[config.mk]
export PLATFORM = sky130hd
export DESIGN_NAME = mjp_ctrl
export DESIGN_NICKNAME = d
export VERILOG_FILES = /design/src/mjp_pkg.sv /design/src/mjp_ctrl.sv
export SDC_FILE = /design/constraint.sdc
export NUM_CORES = 1
export LEC_CHECK = 0
export BUFFER_PORTS_ARGS = -buffer_cell sky130_fd_sc_hd__buf_2
export CAP_MARGIN = 0
export CORE_UTILIZATION = 63
export CTS_CLUSTER_DIAMETER = 30
export DETAILED_ROUTE_END_ITERATION = 7
export HOLD_SLACK_MARGIN = 0.05
export MAX_ROUTING_LAYER = met4
export PLACE_DENSITY_LB_ADDON = 0.1
export SLEW_MARGIN = 20
export SYNTH_ARGS = -nofsm -noshare
export SYNTH_HDL_FRONTEND = slang
export SYNTH_SLANG_ARGS = --single-unit
[constraint.sdc]
create_clock -name i_clk -period 4.5 [get_ports i_clk]
set_clock_uncertainty 0.2 [all_clocks]
set_input_delay 0.225 -clock i_clk [delete_from_list [all_inputs] [get_ports i_clk]]
set_output_delay 0.225 -clock i_clk [all_outputs]
set_load 0.02 [all_outputs]
[src/mjp_pkg.sv]
package mjp_pkg;

    localparam int MAX_JETS      = 16;
    localparam int MOMENTUM_BITS = 20;

    localparam int EW  = MOMENTUM_BITS - 1;               // stored energy width
    localparam int PW  = MOMENTUM_BITS;                   // stored momentum width
    localparam int SW  = PW + $clog2(MAX_JETS);           // group sum width
    localparam int MW  = 2 * SW + 3;                      // mass sum width
    localparam int CW  = $clog2(MAX_JETS + 1);            // jet count width
    localparam int IW  = (MAX_JETS > 2) ? $clog2(MAX_JETS) : 1;
    localparam int DRAIN_CYC = 5;                         // eval pipe depth to best regs
    localparam int DW  = $clog2(DRAIN_CYC);

    typedef enum logic [2:0] {
        ST_IDLE,
        ST_INIT,
        ST_SINGLE,
        ST_WALK,
        ST_DRAIN,
        ST_DONE
    } t_state;

    typedef struct packed {
        logic                load;   // input transfer this cycle
        logic                clr;    // clear group A and search pipe
        logic                eval;   // evaluate a split this cycle
        logic                upd;    // move one jet in or out of group A
        logic                add;
        logic [IW-1:0]       idx;
        logic [MAX_JETS-1:0] mask;
        logic                all;    // mask is the opening candidate: every jet but jet 0
        logic                emit;   // result strobe, end of event
    } t_cmd;

    typedef struct packed {
        logic [CW-1:0] count;
    } t_stat;

    function automatic logic [23:0] fit_sum(input logic signed [SW-1:0] s);
        logic signed [SW+23:0] t;
        t = (SW + 24)'(s);
        return t[23:0];
    endfunction

    function automatic logic [50:0] fit_mass(input logic signed [MW-1:0] s);
        logic signed [MW+50:0] t;
        t = (MW + 51)'(s);
        return t[50:0];
    endfunction

    function automatic logic [15:0] fit_mask(input logic [MAX_JETS-1:0] m);
        logic [MAX_JETS+15:0] t;
        t = (MAX_JETS + 16)'(m);
        return t[15:0];
    endfunction

endpackage

[src/mjp_ctrl.sv]
module mjp_ctrl (
    input  logic           i_clk,
    input  logic           i_rst_n,
    input  logic           i_start,
    input  logic           i_last_jet,
    input  mjp_pkg::t_stat i_stat,
    output mjp_pkg::t_cmd  o_cmd,
    output logic           o_busy
);

    mjp_pkg::t_state                r_state, n_state;
    logic [mjp_pkg::MAX_JETS-1:0]   r_k, n_k;
    logic [mjp_pkg::DW-1:0]         r_d, n_d;

    logic [mjp_pkg::MAX_JETS:0]     w_pow;
    logic [mjp_pkg::MAX_JETS-1:0]   w_all;
    logic [mjp_pkg::MAX_JETS-1:0]   w_gray;
    logic [mjp_pkg::IW-1:0]         w_tz;

    always_ff @(posedge i_clk) begin
        if (!i_rst_n) begin
            r_state <= mjp_pkg::ST_IDLE;
            r_k     <= '0;
            r_d     <= '0;
        end else begin
            r_state <= n_state;
            r_k     <= n_k;
            r_d     <= n_d;
        end
    end

    always_comb begin
        w_pow  = (mjp_pkg::MAX_JETS + 1)'(1) << i_stat.count;
        w_all  = mjp_pkg::MAX_JETS'(w_pow - 1'b1);
        w_gray = r_k ^ (r_k >> 1);
        // bit that flips in the Gray walk: lowest set bit of the step count
        w_tz = '0;
        for (int j = mjp_pkg::MAX_JETS - 1; j >= 0; j--) begin
            if (r_k[j]) w_tz = mjp_pkg::IW'(j);
        end
    end

    always_comb begin
        n_state = r_state;
        n_k     = r_k;
        n_d     = r_d;
        o_cmd   = '0;
        unique case (r_state)
            mjp_pkg::ST_IDLE: begin
                o_cmd.load = i_start;
                if (i_start && i_last_jet) n_state = mjp_pkg::ST_INIT;
            end
            mjp_pkg::ST_INIT: begin
                o_cmd.clr = 1'b1;
                n_k       = mjp_pkg::MAX_JETS'(1);
                n_state   = (i_stat.count < mjp_pkg::CW'(2)) ? mjp_pkg::ST_SINGLE
                                                             : mjp_pkg::ST_WALK;
            end
            mjp_pkg::ST_SINGLE: begin
                o_cmd.eval = 1'b1;
                n_d        = '0;
                n_state    = mjp_pkg::ST_DRAIN;
            end
            mjp_pkg::ST_WALK: begin
                // all jets in group A is stepped through but never scored
                o_cmd.eval = (w_gray != w_all);
                o_cmd.upd  = 1'b1;
                o_cmd.idx  = w_tz;
                o_cmd.add  = w_gray[w_tz];
                o_cmd.mask = w_gray;
                o_cmd.all  = (w_gray == (w_all - 1'b1));
                n_k        = r_k + 1'b1;
                if (r_k == w_all) begin
                    n_d     = '0;
                    n_state = mjp_pkg::ST_DRAIN;
                end
            end
            mjp_pkg::ST_DRAIN: begin
                n_d = r_d + 1'b1;
                if (r_d == mjp_pkg::DW'(mjp_pkg::DRAIN_CYC - 1)) n_state = mjp_pkg::ST_DONE;
            end
            mjp_pkg::ST_DONE: begin
                o_cmd.emit = 1'b1;
                n_state    = mjp_pkg::ST_IDLE;
            end
            default: n_state = mjp_pkg::ST_IDLE;
        endcase
    end

    assign o_busy = (r_state != mjp_pkg::ST_IDLE);

endmodule

Yosys cells after proc, flatten, opt, wreduce, memory -nomap -nowiden
Index checks and enable logic that the tools add are counted. W data, S select, Z words.

Register bits: 22. Logic and storage cells: 61.

Add/subtract/negate cells: 4. $lt $le $gt $ge: 2. Equal/unequal tests: 12. Shifts and indexed selects: 1. Muxes and demuxes: 31. Bitwise logic cells: 1. Reductions and logical operators: 7.

Operators by type and width (number): $mux W4 (16); $eq A16 B16 Y1 (2); $pmux W16 S2 (1); $sub A16 B1 Y16 const B (2); $mux W23 (1); $add A16 B1 Y16 const B (1); $ne A16 B16 Y1 (1); $shl A1 B5 Y16 const A (1); $xor A16 B15 Y16 (1); $pmux W3 S5 (1); $mux W3 (4); $eq A3 B3 Y1 const B (3); $pmux W3 S3 (1); $eq A3 B2 Y1 const B (2); $ne A2 B2 Y1 const B (3); $reduce_bool A3 Y1 (2); $lt A4 B5 Y1 const B (1); $lt A5 B2 Y1 const B (1); $mux W1 (5); $bmux W1 S4 (1); $add A3 B1 Y3 const B (1); $eq A3 B1 Y1 const B (1); $logic_not A3 Y1 (1); $reduce_and A3 Y1 (1); other kinds (4) (4).

Depth between registers and ports, before layout
Depth after elaboration: 19. Mapped depth: 13. Gate-level depth less buffers: 11.

Worst setup path after synthesis
No wires, ideal clock.

Path kind: input-to-output. Start point: input port i_stat[4] (netlist bit). End point: output port o_cmd[1] (netlist bit). Data arrival time: 2.858 ns. Slack: 1.217 ns. Stages on the path: 12. Cells stage by stage: buf_6 > or3_4 > nor2_1 > nand2_1 > ha_1 > nor3_2 > nand4b_1 > o211a_1 > xnor2_1 > or4_1 > nor3_1 > o2111a_1.

RTL lines: from (decl) (RTL line mjp_ctrl.sv:6) `input mjp_pkg::t_stat i_stat,`; to (decl) (RTL line mjp_ctrl.sv:7) `output mjp_pkg::t_cmd o_cmd,`.

==> flow_metrics.env <==
export IMPL_wire_per_inst_um=17.22
export IMPL_antenna_found_initial=0
export IMPL_vdd_drop_max_mv=0.1058
export IMPL_gp_routability_congestion=0.9680
export IMPL_vias=2682
export IMPL_grt_first_pass_wirelength_um=11270
export IMPL_ys_ff_latch=22
export IMPL_max_slew_margin_rel=0.5654
export IMPL_grt_overflow_total=0
export IMPL_setup_viol=0
export IMPL_clockRootBuffer="clkbuf_8"
export IMPL_io_buffers=36
export IMPL_slew_viol_final=0
export IMPL_yosysSeqAreaShare=0.1667
export IMPL_startpoint="i_stat[4]"
export IMPL_grt_pass1_vias=2250
export IMPL_reg2regPathDepth=7
export IMPL_io_pins=37
export IMPL_instances_no_fill=421
export IMPL_power_leakage_nw=1.320
export IMPL_core_area_um2=4000
export IMPL_reg2reg_slack_ps=1940
export IMPL_post_route_min_period_ps=3749
export IMPL_synth_edf_count=0
export IMPL_period_share=0.8330
export IMPL_cts_buffer_depth=2
export IMPL_cp_end_kind="primary output"
export IMPL_clkLatencyLatePin_ps=270
export IMPL_crit_path_end="o_cmd[1]"
export IMPL_cts_made_buffers=3
export IMPL_synth_common_cells="46 x nor2_1, 23 x xnor2_1, 22 x dfxtp_1, 22 x nand2_1"
export IMPL_setup_tns_ps=0
export IMPL_grt_max_degree=24
export IMPL_totalWireLength_um=7251
export IMPL_synth_area_um2=2643
export IMPL_worstMarginPinSlew_ps=651.0
export IMPL_start_util=0.6606
export IMPL_cp_max_fo=20
export IMPL_detail_route_antenna_nets=0
export IMPL_cp_arrival_ps=3320
export IMPL_cts_resized=0
export IMPL_die_area_um2=4458
export IMPL_finalHoldViolations=0
export IMPL_layout_nets=401
export IMPL_holdBufCountCts=0
export IMPL_syn_avg_cell_area_um2=7.550
export IMPL_max_cap_violations=0
export IMPL_hpwl_um=5520
export IMPL_dp_cells=417
export IMPL_syn_inst=350
export IMPL_clk_pin_slew_ps=90
export IMPL_synth_most_common_cell="nor2_1"
export IMPL_vias_per_cell=6.371
export IMPL_hold_class="input port to flip-flop"
export IMPL_cts_tree="yes"
export IMPL_drc=0
export IMPL_dieWidth_um=66.77
export IMPL_synth_nets=379
export IMPL_yosys_top_cells_area="dfxtp_1 17%, ha_1 9.5%, xnor2_1 7.6%"
export IMPL_power_density_nw_per_um2=179.9
export IMPL_drt_iter0_drc=245
export IMPL_cts_sinks=22
export IMPL_gr_usage_all_layers=0.3447
export IMPL_yosys_warnings=0
export IMPL_yosysUniqueCellTypes=63
export IMPL_htreeDepth=1
export IMPL_rsz0062_at_grt="no"
export IMPL_synth_top_area_frac=0.1667
export IMPL_n_antenna_cell=0
export IMPL_fp_dieH_um=66.77
export IMPL_required_ps=4070
export IMPL_timing_fmax_ghz=0.2668
export IMPL_drive_gt1_frac=0.1671
export IMPL_reg2reg_from="r_state[0]"
export IMPL_area_growth_syn_to_layout_pct=8.475
export IMPL_async_flop_share=0
export IMPL_ys_flop_type="dfxtp_1"
export IMPL_startpoint_type="input port"
export IMPL_post_cts_buffers=0
export IMPL_placementRows=23
export IMPL_whs_ps=65.50
export IMPL_dr_pass1_iters=5
export IMPL_status="complete, no violations"
export IMPL_synth_top_cell_by_area="dfxtp_1"
export IMPL_timing_rr_end="r_k[15]"
export IMPL_path_class="input port to primary output"
-- worst min-delay path by stage --
| stage | from | to | slack, ps | cells past startpoint |
|---|---|---|---|---|
| 5_1_grt | i_rst_n | r_state[1] | 80 | 3 |
| 6_report | i_rst_n | r_state[1] | 70 | 3 |
| 3_3_place_gp | r_d[0] | r_d[0] | 280 | 1 |
| 3_5_place_dp | r_d[1] | r_d[1] | 310 | 2 |
| 2_1_floorplan | r_d[0] | r_d[0] | 250 | 1 |
| 4_1_cts | i_rst_n | r_state[1] | 60 | 3 |
-- cell families after synthesis --
| kind of cell | count (synthesis) | share of synthesized area |
|---|---|---|
| AOI/OAI and AO/OA | 76 | 0.2121 |
| xor gates and xnor gates | 37 | 0.1226 |
| adders and majority gates | 20 | 0.09470 |
| buffers and inverters | 42 | 0.07102 |
| DFF | 22 | 0.1667 |
| muxes | 5 | 0.03788 |
| and+or+nand+nor | 148 | 0.2950 |
-- area by class of cell --
type	instances	area [um2]
inverters	20	75.07
clock buffers	3	41.29
repair buffers	39	202.7
multi-input cells	286	2014
well taps	50	62.56
clock inverters	1	30.03
fillers	348	1134
flip-flops and latches	22	440.4
-- worst max-delay path, cell delays in order --
cell      delay (ps)
buf_2            220
or3_4            470
nor2_1           170
nand2_1          100
ha_1             330
nor3_2           320
nand4b_1         130
o211a_1          180
xnor2_1          140
or4_1            540
nor3_1           150
o2111a_1         180
buf_2            150
-- report_power, final --
part | internal, mW | leakage (nW) | switching (mW)
clock network | 0.119 | 0.0357 | 0.0701
registers | 0.198 | 0.178 | 0.0122
logic | 0.0436 | 1.11 | 0.0725
total | 0.361 | 1.32 | 0.155
-- per-layer routing --
layer	global-route usage	up-vias	share of wire
met5	-	-	0
met4	0.1090	0	0.021
met3	0.03767	16	0.058
met2	0.5442	94	0.48
met1	0.4578	1269	0.44
li1	-	1303	-
-- cell usage in the layout, fill, tap and decap left out, types with 6 or more instances in the layout --
master,Yosys,layout
nor3_1,6,6
buf_2,6,36
inv_1,20,20
dfxtp_1,22,22
xor2_1,14,14
a21oi_1,10,10
xnor2_1,23,23
and3_1,18,18
nand3_1,16,16
nor2_1,46,46
ha_1,20,20
nand2_1,22,22
o21ai_0,16,16
-- per-stage QoR --
stage / power [mW] / utilization / setup WS (ps) / instance area (um2)
after CTS: 0.5125 / 0.7166 / 767.8 / 2867
final: 0.5156 / 0.7166 / 751.4 / 2867
after global routing: 0.5371 / 0.7166 / 509.4 / 2867
after floorplan: 0.3036 / - / 1217 / 2643
after global placement: 0.3265 / 0.6988 / 837.1 / 2795
after detailed placement: 0.3276 / 0.6988 / 776.3 / 2795
-- registers in the layout, summed over array words and instances, names as in the netlist --
name / count
r_state: 3
r_k: 16
r_d: 3
Note: power is estimated with default switching activity, not from simulation.
